`src/rtl/core/modbus_frame_unwrap_checker_unit_macros.svh`:
```
// Assertion macros shared by the RTL of the frame unwrap checker.
`ifndef MODBUS_FRAME_UNWRAP_CHECKER_UNIT_MACROS_SVH
`define MODBUS_FRAME_UNWRAP_CHECKER_UNIT_MACROS_SVH

`ifndef SYNTHESIS
// Check a plain condition on every clock edge outside reset.
`define MFUC_ASSERT(lbl, expr, msg) \
  lbl: assert property (@(posedge clk) disable iff (!rst_n) (expr)) else $error(msg);
// Check that the consequent holds in the same cycle as the antecedent.
`define MFUC_ASSERT_IMP(lbl, ante, cons, msg) \
  lbl: assert property (@(posedge clk) disable iff (!rst_n) (ante) |-> (cons)) \
    else $error(msg);
// Check that the consequent holds in the cycle after the antecedent.
`define MFUC_ASSERT_NXT(lbl, ante, cons, msg) \
  lbl: assert property (@(posedge clk) disable iff (!rst_n) (ante) |=> (cons)) \
    else $error(msg);
`else
`define MFUC_ASSERT(lbl, expr, msg)
`define MFUC_ASSERT_IMP(lbl, ante, cons, msg)
`define MFUC_ASSERT_NXT(lbl, ante, cons, msg)
`endif

`endif

```
`src/rtl/core/mfuc_pkg.sv`:
```
package mfuc_pkg;

  localparam int MAX_FRAME_BYTES_DEF = 256;

  localparam int RTU_MIN_LEN   = 4;
  localparam int TCP_MIN_LEN   = 8;
  localparam int MBAP_HDR      = 6;
  localparam int TCP_PDU_START = 7;
  localparam int RTU_TRAILER   = 2;
  localparam int PDU_CAP       = 256;
  localparam int RTU_POS_LIMIT = PDU_CAP + 3;

  localparam logic [15:0] CRC_INIT = 16'hFFFF;
  localparam logic [15:0] CRC_POLY = 16'hA001;

  localparam int CFG_ADDR_W = 3;
  localparam logic REG_TRANSPORT_MODE = 1'b0;

  localparam logic MODE_RTU = 1'b0;
  localparam logic MODE_TCP = 1'b1;

  typedef enum logic [2:0] {
    ST_OK        = 3'd0,
    ST_TOO_SHORT = 3'd1,
    ST_CRC_BAD   = 3'd2,
    ST_MBAP_BAD  = 3'd3,
    ST_TOO_LONG  = 3'd4
  } status_t;

  typedef struct packed {
    logic [7:0] pdu_byte;
    logic       verdict;
    logic [7:0] unit_address;
    logic [8:0] pdu_length;
    status_t    status;
  } item_t;

  // One byte step of CRC-16/MODBUS, reflected.
  function automatic logic [15:0] crc16_step(input logic [15:0] crc_in,
                                             input logic [7:0]  data);
    logic [15:0] c;
    c = crc_in ^ {8'h00, data};
    for (int i = 0; i < 8; i++) begin
      if (c[0]) begin
        c = (c >> 1) ^ CRC_POLY;
      end else begin
        c = c >> 1;
      end
    end
    return c;
  endfunction

endpackage

```
`src/rtl/core/modbus_frame_unwrap_checker_unit.sv`:
```
// Channel | Direction | Handshake         | Word contents
// in      | input     | tvalid / tready   | rx_byte in tdata, end_of_frame in tlast
// out     | output    | tvalid / tready   | pdu_byte, unit_address, pdu_length,
//         |           |                   | status in tdata, verdict in tlast
// cfg     | input     | APB, pready high  | transport_mode at address 0
//
// One input word is taken per cycle in steady state; each word yields zero, one
// or two output words, which land in a three-entry output queue in the same cycle.
// The queue drains one word per cycle while the sink is ready, so a word that
// yields a PDU byte and the verdict holds off the next input word even when the
// sink keeps pace. in_tready is high while the queue holds at most one word:
// output stalls never reach back further than that.
// rst_n is synchronous, active low; it sets RTU mode and an empty frame.
`include "modbus_frame_unwrap_checker_unit_macros.svh"

module modbus_frame_unwrap_checker_unit #(
  parameter int MAX_FRAME_BYTES = mfuc_pkg::MAX_FRAME_BYTES_DEF
) (
  input  logic                            clk,
  input  logic                            rst_n,
  // input stream
  input  logic                            in_tvalid,
  output logic                            in_tready,
  input  logic [7:0]                      in_tdata,   // [7:0] rx_byte
  input  logic                            in_tlast,   // end_of_frame
  // result stream
  output logic                            out_tvalid,
  input  logic                            out_tready,
  // [7:0] pdu_byte, [15:8] unit_address, [24:16] pdu_length, [27:25] status,
  // [31:28] zero
  output logic [31:0]                     out_tdata,
  output logic                            out_tlast,  // verdict
  // configuration
  input  logic                            cfg_psel,
  input  logic                            cfg_penable,
  input  logic                            cfg_pwrite,
  input  logic [mfuc_pkg::CFG_ADDR_W-1:0] cfg_paddr,
  input  logic [31:0]                     cfg_pwdata,
  output logic [31:0]                     cfg_prdata,
  output logic                            cfg_pready
);
  import mfuc_pkg::*;

  // Position counter must reach the larger of the size limit and the RTU limit.
  localparam int POS_MAX = (MAX_FRAME_BYTES > RTU_POS_LIMIT) ? MAX_FRAME_BYTES
                                                             : RTU_POS_LIMIT;
  localparam int POS_W   = $clog2(POS_MAX + 1);
  localparam int SUM_W   = 17;
  localparam int Q_DEPTH = 3;

  // ---------------------------------------------------------------------------
  // Configuration port
  // ---------------------------------------------------------------------------
  logic mode_r, mode_nxt;
  logic cfg_wr;

  assign cfg_pready = 1'b1;
  assign cfg_wr     = cfg_psel & cfg_penable & cfg_pwrite & cfg_pready;

  always_comb begin
    mode_nxt = mode_r;
    if (cfg_wr && cfg_paddr[2] == REG_TRANSPORT_MODE) begin
      mode_nxt = cfg_pwdata[0];
    end
  end

  always_comb begin
    cfg_prdata = '0;
    if (cfg_paddr[2] == REG_TRANSPORT_MODE) begin
      cfg_prdata = {31'd0, mode_r};
    end
  end

  // ---------------------------------------------------------------------------
  // Frame state
  // ---------------------------------------------------------------------------
  logic [POS_W-1:0] pos_r,   pos_nxt;
  logic [15:0]      crc_r,   crc_nxt;
  logic [7:0]       older_r, older_nxt;
  logic [7:0]       newer_r, newer_nxt;
  logic [7:0]       unit_r,  unit_nxt;
  logic [15:0]      hlen_r,  hlen_nxt;
  logic             ovf_r,   ovf_nxt;

  logic             in_acc;
  logic             ovf_now;
  logic             emit_byte;
  logic [7:0]       emit_data;
  item_t            vitem;
  logic [POS_W:0]   rx_count;
  logic [15:0]      recv_crc;

  assign in_acc    = in_tvalid & in_tready;
  assign rx_count  = {1'b0, pos_r} + (POS_W+1)'(1);
  assign recv_crc  = {in_tdata, newer_r};

  // Overflow is judged on the arriving byte's position before any other step.
  always_comb begin
    ovf_now = ovf_r;
    if (pos_r >= POS_W'(MAX_FRAME_BYTES)) begin
      ovf_now = 1'b1;
    end
    if (mode_r == MODE_RTU && pos_r >= POS_W'(RTU_POS_LIMIT)) begin
      ovf_now = 1'b1;
    end
  end

  always_comb begin
    pos_nxt   = pos_r;
    crc_nxt   = crc_r;
    older_nxt = older_r;
    newer_nxt = newer_r;
    unit_nxt  = unit_r;
    hlen_nxt  = hlen_r;
    ovf_nxt   = ovf_r;
    emit_byte = 1'b0;
    emit_data = in_tdata;
    vitem     = '0;
    vitem.verdict = 1'b1;

    if (in_acc) begin
      ovf_nxt = ovf_now;
      if (mode_r == MODE_RTU) begin
        // Two-byte delay line holds back the CRC trailer.
        if (pos_r == '0) begin
          unit_nxt = in_tdata;
        end
        if (!ovf_now) begin
          if (pos_r >= POS_W'(2)) begin
            crc_nxt = crc16_step(crc_r, older_r);
          end
          if (pos_r >= POS_W'(3)) begin
            emit_byte = 1'b1;
            emit_data = older_r;
          end
        end
        older_nxt = newer_r;
        newer_nxt = in_tdata;
        if (ovf_now) begin
          vitem.status = ST_TOO_LONG;
        end else if (rx_count < (POS_W+1)'(RTU_MIN_LEN)) begin
          vitem.status = ST_TOO_SHORT;
        end else if (crc_nxt != recv_crc) begin
          vitem.status = ST_CRC_BAD;
        end else begin
          vitem.unit_address = unit_nxt;
          vitem.pdu_length   = 9'(pos_r - POS_W'(RTU_TRAILER));
        end
      end else begin
        // Capture the MBAP length (big endian) and the unit id.
        if (pos_r == POS_W'(4)) begin
          hlen_nxt[15:8] = in_tdata;
        end else if (pos_r == POS_W'(5)) begin
          hlen_nxt[7:0] = in_tdata;
        end else if (pos_r == POS_W'(6)) begin
          unit_nxt = in_tdata;
        end
        if (!ovf_now && pos_r >= POS_W'(TCP_PDU_START) &&
            hlen_nxt <= 16'(PDU_CAP + 1) &&
            SUM_W'(pos_r) < SUM_W'(hlen_nxt) + SUM_W'(MBAP_HDR)) begin
          emit_byte = 1'b1;
        end
        if (ovf_now) begin
          vitem.status = ST_TOO_LONG;
        end else if (rx_count < (POS_W+1)'(TCP_MIN_LEN)) begin
          vitem.status = ST_TOO_SHORT;
        end else if (hlen_nxt == '0 ||
                     SUM_W'(rx_count) < SUM_W'(hlen_nxt) + SUM_W'(MBAP_HDR)) begin
          vitem.status = ST_MBAP_BAD;
        end else if (hlen_nxt > 16'(PDU_CAP + 1)) begin
          vitem.status = ST_TOO_LONG;
        end else begin
          vitem.unit_address = unit_nxt;
          vitem.pdu_length   = 9'(hlen_nxt - 16'd1);
        end
      end

      if (in_tlast) begin
        // Drop all frame state once the verdict is out.
        pos_nxt   = '0;
        crc_nxt   = CRC_INIT;
        older_nxt = '0;
        newer_nxt = '0;
        unit_nxt  = '0;
        hlen_nxt  = '0;
        ovf_nxt   = 1'b0;
      end else if (!ovf_now) begin
        pos_nxt = pos_r + POS_W'(1);
      end
    end

    // A mode write restarts the frame.
    if (cfg_wr && cfg_paddr[2] == REG_TRANSPORT_MODE) begin
      pos_nxt   = '0;
      crc_nxt   = CRC_INIT;
      older_nxt = '0;
      newer_nxt = '0;
      unit_nxt  = '0;
      hlen_nxt  = '0;
      ovf_nxt   = 1'b0;
    end
  end

  always_ff @(posedge clk) begin
    if (!rst_n) begin
      mode_r  <= MODE_RTU;
      pos_r   <= '0;
      crc_r   <= CRC_INIT;
      older_r <= '0;
      newer_r <= '0;
      unit_r  <= '0;
      hlen_r  <= '0;
      ovf_r   <= 1'b0;
    end else begin
      mode_r  <= mode_nxt;
      pos_r   <= pos_nxt;
      crc_r   <= crc_nxt;
      older_r <= older_nxt;
      newer_r <= newer_nxt;
      unit_r  <= unit_nxt;
      hlen_r  <= hlen_nxt;
      ovf_r   <= ovf_nxt;
    end
  end

  // ---------------------------------------------------------------------------
  // Output queue: slot 0 is the head, entries shift down on a pop.
  // ---------------------------------------------------------------------------
  item_t      q_r [Q_DEPTH];
  item_t      q_nxt [Q_DEPTH];
  logic [1:0] cnt_r, cnt_nxt;
  logic       pop;
  logic [1:0] push_n;
  logic [1:0] base;
  item_t      item_a, item_b;

  assign out_tvalid = (cnt_r != 2'd0);
  assign pop        = out_tvalid & out_tready;
  assign in_tready  = (cnt_r <= 2'd1);
  assign out_tdata  = {4'd0, q_r[0].status, q_r[0].pdu_length,
                       q_r[0].unit_address, q_r[0].pdu_byte};
  assign out_tlast  = q_r[0].verdict;

  always_comb begin
    item_a = vitem;
    item_b = vitem;
    push_n = 2'd0;
    if (in_acc) begin
      if (emit_byte) begin
        item_a          = '0;
        item_a.pdu_byte = emit_data;
        push_n          = in_tlast ? 2'd2 : 2'd1;
      end else begin
        push_n = in_tlast ? 2'd1 : 2'd0;
      end
    end
  end

  assign base    = cnt_r - {1'b0, pop};
  assign cnt_nxt = base + push_n;

  always_comb begin
    for (int i = 0; i < Q_DEPTH; i++) begin
      q_nxt[i] = q_r[i];
    end
    if (pop) begin
      for (int i = 0; i < Q_DEPTH - 1; i++) begin
        q_nxt[i] = q_r[i + 1];
      end
    end
    for (int i = 0; i < Q_DEPTH; i++) begin
      if (push_n != 2'd0 && base == 2'(i)) begin
        q_nxt[i] = item_a;
      end
      if (push_n == 2'd2 && base + 2'd1 == 2'(i)) begin
        q_nxt[i] = item_b;
      end
    end
  end

  always_ff @(posedge clk) begin
    if (!rst_n) begin
      cnt_r <= '0;
    end else begin
      cnt_r <= cnt_nxt;
    end
  end

  always_ff @(posedge clk) begin
    for (int i = 0; i < Q_DEPTH; i++) begin
      q_r[i] <= q_nxt[i];
    end
  end

  // ---------------------------------------------------------------------------
  // Assertions
  // ---------------------------------------------------------------------------
  `MFUC_ASSERT_NXT(a_verdict_queued, in_acc && in_tlast, cnt_r != 2'd0, "verdict not queued")
  `MFUC_ASSERT_NXT(a_frame_cleared, in_acc && in_tlast, pos_r == '0 && !ovf_r, "frame not cleared")
  `MFUC_ASSERT_NXT(a_ovf_holds_pos, ovf_r && in_acc && !in_tlast && !cfg_wr, $stable(pos_r), "position moved after overflow")
  `MFUC_ASSERT(a_queue_bound, cnt_r <= 2'(Q_DEPTH), "output queue overrun")

endmodule

```
`config.mk`:
```
export PLATFORM = sky130hd
export DESIGN_NAME = modbus_frame_unwrap_checker_unit
export DESIGN_NICKNAME = d
export VERILOG_FILES = /design/src/rtl/core/mfuc_pkg.sv /design/src/rtl/core/modbus_frame_unwrap_checker_unit.sv
export VERILOG_INCLUDE_DIRS = /design/src /design/src/rtl/core
export SDC_FILE = /design/constraint.sdc
export NUM_CORES = 1
export LEC_CHECK = 0
export BUFFER_PORTS_ARGS = -buffer_cell sky130_fd_sc_hd__buf_2
export CORE_UTILIZATION = 40
export DETAILED_ROUTE_END_ITERATION = 8
export SLEW_MARGIN = 20
export SYNTH_ARGS = -nofsm -noshare
export SYNTH_HDL_FRONTEND = slang
export SYNTH_SLANG_ARGS = --single-unit
```
`constraint.sdc`:
```
create_clock -name clk -period 17.1 [get_ports clk]
set_clock_uncertainty 0.1 [all_clocks]
set_input_delay 1.71 -clock clk [delete_from_list [all_inputs] [get_ports clk]]
set_output_delay 1.71 -clock clk [all_outputs]
set_load 0.01 [all_outputs]
```
==> impl_metrics.ini <==
[route]
route.antenna.remaining_nets = 0
drt-initial-drc-count = 767
detail_route.vias_per_cell = 5.704
drt-wirelength-per-cell_um = 19.07
post_route_wl_mm = 27.94
iteration_count_of_the_initial_detailed_routing_pass = 5
vias = 8356
route.detailed.drc = 0

[floorplanning]
io-pin-count = 119
die_area_um2 = 25460
initial_util_pct = 40.83
num_rows = 57
std_cell_core_area_um2 = 24320
floorplan.die.width_um = 159.6
die_h_um = 159.6

[clock_tree]
cts-root-to-sink-buffers = 2
postCtsSetupBuffers = 0
post_cts.resized_instances = 0
insertion_delay_ns = 0.44
clock_tree.root_cell = sky130_fd_sc_hd__clkbuf_16
clock-sinks = 156
htree_num_levels = 4
tritoncts = built
post_cts_hold_buffer_count = 0
clkTransAtPathRegs_ns = 0.07
tritoncts.num_buffers = 17

[layout]
layout_commonest_cell = sky130_fd_sc_hd__nand2_1
post_route_cells_drive_above_1_share_pct = 12.27
highest_count_cells_in_the_layout_ignoring_fill_and_taps = 171 x sky130_fd_sc_hd__nand2_1, 96 x sky130_fd_sc_hd__dfxtp_1, 91 x sky130_fd_sc_hd__nor2_1
nNetsFinal = 1207
layout.filler_cells = 2414
num_antenna_cells = 0
flow.area_growth_from_synthesis_pct = 7.219

[worst_hold_path]
hold_depth = 2
hold_path.class = flop to flop

[pwr]
power.net_switching_uw = 368.8
comb_power_share_pct = 22.4
pwr_density_cell_nw_per_um2 = 102.4
p_leak_uw = 0.004060
p_clk_share_pct = 35.1
intPower_uw = 721.6
power.ir.vdd_worst_v = 0.00006393
switching_share_pct = 33.82
sequentialPowerShare_pct = 42.5

[timing]
drv_slew = 0
timing_worst_slew_pin_value_ns = 1.050
max_freq_ghz = 0.1050
rsz0062_at_grt = no
period_needed_ns = 9.522
hold_viol_final = 0
min_period_over_period_pct = 55.69
timing.slew.headroom_pct = 30.02
fin_setup_tns_ns = 0
final-setup-viol-count = 0
whs_ns = 0.3506

[setup_path]
path_delay_family = compound AO/OA/AOI/OAI gates
crit_path_frequent_cell = sky130_fd_sc_hd__o21ai_0
crit_type = flop to flop
critPathBufInv = 2
crit_path_end_kind = flop
worst_path_largest_cell_delay_ns = 0.87
worstPathArrival_ns = 9.68
slowest_stage = sky130_fd_sc_hd__o21ai_0
critPathLaunchType = flop
rr_worst_depth = 25
worst_endpoint_required_time_ns = 17.26
critical_path_peak_fanout = 20
worst-path-stages = 25

[placed_design]
io_buffers = 49
place.detailed.hpwl_mm = 19.99
global_placer_s_final_weighted_congestion = 0.9299

[synthesis]
synth_compound_gate_area_share_pct = 21.94
synth-adder-area-share_pct = 3.528
dominantRegCellSynth = sky130_fd_sc_hd__dfxtp_1
fraction_of_the_mapped_netlist_area_in_simple_logic_gates_pct = 19.36
share_of_flip_flops_with_an_asynchronous_set_or_reset_pct = 0
synthDistinctLibCells = 80
mux_cell_area_share_after_synthesis_pct = 2.180
synth-seq-cells = 156
yosys_warnings = 0
synth.area.top_cells = sky130_fd_sc_hd__dfxtp_1 19%, sky130_fd_sc_hd__edfxtp_1 18%, sky130_fd_sc_hd__nand2_1 6.5%
synth.avg_cell_area_um2 = 8.719
synthCells = 1139
synth_largest_area_cell = sky130_fd_sc_hd__dfxtp_1
synth_top_family_by_area = compound AO/OA/AOI/OAI gates
synth.yosys.seq_area_share_pct = 37.50
post_synth_xor_area_fraction_pct = 6.274
share_of_the_synthesized_area_in_the_top_cell_type_pct = 19.35
synth_enable_flop_cells = 60
netlist_area_um2 = 9931

[run]
max_cap_viols = 0

[global_route]
grt_max_degree = 45
vias_in_the_first_global_route = 7790
grt_first_pass_wirelength_mm = 44.53
track_usage_pct = 22.32
grt_remaining_overflow = 0
number_of_antenna_violations_at_the_first_check_in_global_routing = 0

[status]
status = finished clean
## metal layers
| metal | share of wire [%] | global-route usage, % |
|---|---|---|
| met4 | 2.1 | 7.649 |
| met1 | 46 | 30.61 |
| met5 | 0 | 0 |
| met2 | 46 | 35.11 |
| met3 | 6.2 | 4.168 |
## worst reg2reg max path, cell delays in order (launching register included)
cell and delay [ns]:
sky130_fd_sc_hd__dfxtp_1 0.71, sky130_fd_sc_hd__inv_1 0.15, sky130_fd_sc_hd__ha_1 0.32, sky130_fd_sc_hd__nand2b_1 0.15, sky130_fd_sc_hd__nand4_1 0.71, sky130_fd_sc_hd__o21ai_0 0.87, sky130_fd_sc_hd__inv_1 0.19, sky130_fd_sc_hd__ha_1 0.34
sky130_fd_sc_hd__nor3_1 0.22, sky130_fd_sc_hd__xnor2_1 0.10, sky130_fd_sc_hd__o21ai_0 0.46, sky130_fd_sc_hd__ha_1 0.34, sky130_fd_sc_hd__o21ai_0 0.10, sky130_fd_sc_hd__a211oi_1 0.08, sky130_fd_sc_hd__a211oi_1 0.50, sky130_fd_sc_hd__a211oi_1 0.21
sky130_fd_sc_hd__o21ai_0 0.44, sky130_fd_sc_hd__o21ai_2 0.13, sky130_fd_sc_hd__a21oi_2 0.72, sky130_fd_sc_hd__ha_1 0.37, sky130_fd_sc_hd__o21ai_0 0.20, sky130_fd_sc_hd__nor3_2 0.59, sky130_fd_sc_hd__o2111ai_1 0.29, sky130_fd_sc_hd__o21ai_2 0.44
sky130_fd_sc_hd__o211ai_2 0.30, sky130_fd_sc_hd__o221ai_1 0.30
## flip-flops by register name (all words and copies together) (netlist names)
name / flops
unit_r: 8
older_r: 8
q_r: 87
cnt_r: 2
ovf_r: 1
crc_r: 16
pos_r: 9
newer_r: 8
mode_r: 1
hlen_r: 16
## cell type report
| type | instances | area [um2] | share of cell area (%) |
|---|---|---|---|
| flip-flops and latches | 156 | 3724 | 34.97 |
| inverters | 42 | 157.7 | 1.481 |
| clock buffers | 18 | 450.4 | 4.230 |
| repair buffers | 60 | 327.8 | 3.079 |
| well taps | 324 | 405.4 | 3.807 |
| clock inverters | 14 | 137.6 | 1.293 |
| multi-input cells | 851 | 5445 | 51.14 |
## metrics by stage
step / cells / cell area, um2 / setup slack (ns) / util (%) / total power [uW]
2_1_floorplan: 1173 / 10060 / 10.17 / - / 660.3
3_3_place_gp: 1433 / 10050 / 7.316 / 41.34 / 711.7
3_5_place_dp: 1433 / 10060 / 7.719 / 41.36 / 715.6
4_1_cts: 1465 / 10650 / 7.805 / 43.78 / 1099
5_1_grt: 1465 / 10650 / 6.897 / 43.78 / 1146
6_report: 1465 / 10650 / 7.578 / 43.78 / 1091
## final timing paths
check | slack [ns] | from | end
hold reg to reg | 0.35 | q_r[0][78] | q_r[0][78]
setup / recovery | 7.58 | pos_r[0] | q_r[0][13]
hold / removal | 0.35 | q_r[0][78] | q_r[0][78]
setup reg to reg | 7.58 | pos_r[0] | q_r[0][13]
## logic make-up (layout without fill, tap and decap cells)
family                   count (synthesis)  count (layout)
XOR/XNOR                                68              68
AND/OR/NAND/NOR                        401             401
AO/OA/AOI/OAI                          297             297
other                                    2              36
multiplexers                            21              21
buffers and inverters                  166             134
flip-flops                             156             156
adder cells (fa/ha/maj)                 28              28
## power groups by stage
stage / clock network (uW) / logic, uW / registers (uW)
2_1_floorplan: 0 / 193 / 467
3_3_place_gp: 0 / 241 / 471
3_5_place_dp: 0 / 243 / 472
4_1_cts: 391 / 244 / 464
5_1_grt: 407 / 271 / 468
6_report: 383 / 244 / 463
## cell usage after synthesis (10+ instances only)
cell	n
sky130_fd_sc_hd__a211oi_1	11
sky130_fd_sc_hd__a21oi_1	36
sky130_fd_sc_hd__a22o_1	16
sky130_fd_sc_hd__a22oi_1	45
sky130_fd_sc_hd__a32o_1	17
sky130_fd_sc_hd__and2_1	10
sky130_fd_sc_hd__and3_1	10
sky130_fd_sc_hd__buf_4	65
sky130_fd_sc_hd__clkbuf_1	43
sky130_fd_sc_hd__dfxtp_1	96
sky130_fd_sc_hd__edfxtp_1	60
sky130_fd_sc_hd__ha_1	28
sky130_fd_sc_hd__inv_1	40
sky130_fd_sc_hd__mux2i_1	16
sky130_fd_sc_hd__nand2_1	171
sky130_fd_sc_hd__nand3_1	26
sky130_fd_sc_hd__nor2_1	91
sky130_fd_sc_hd__nor3_1	22
sky130_fd_sc_hd__nor3_2	10
sky130_fd_sc_hd__o211ai_1	10
sky130_fd_sc_hd__o21ai_0	62
sky130_fd_sc_hd__o221ai_1	17
sky130_fd_sc_hd__o22ai_1	15
sky130_fd_sc_hd__xnor2_1	45
sky130_fd_sc_hd__xor2_1	21
(Power assumes the default switching activity.)
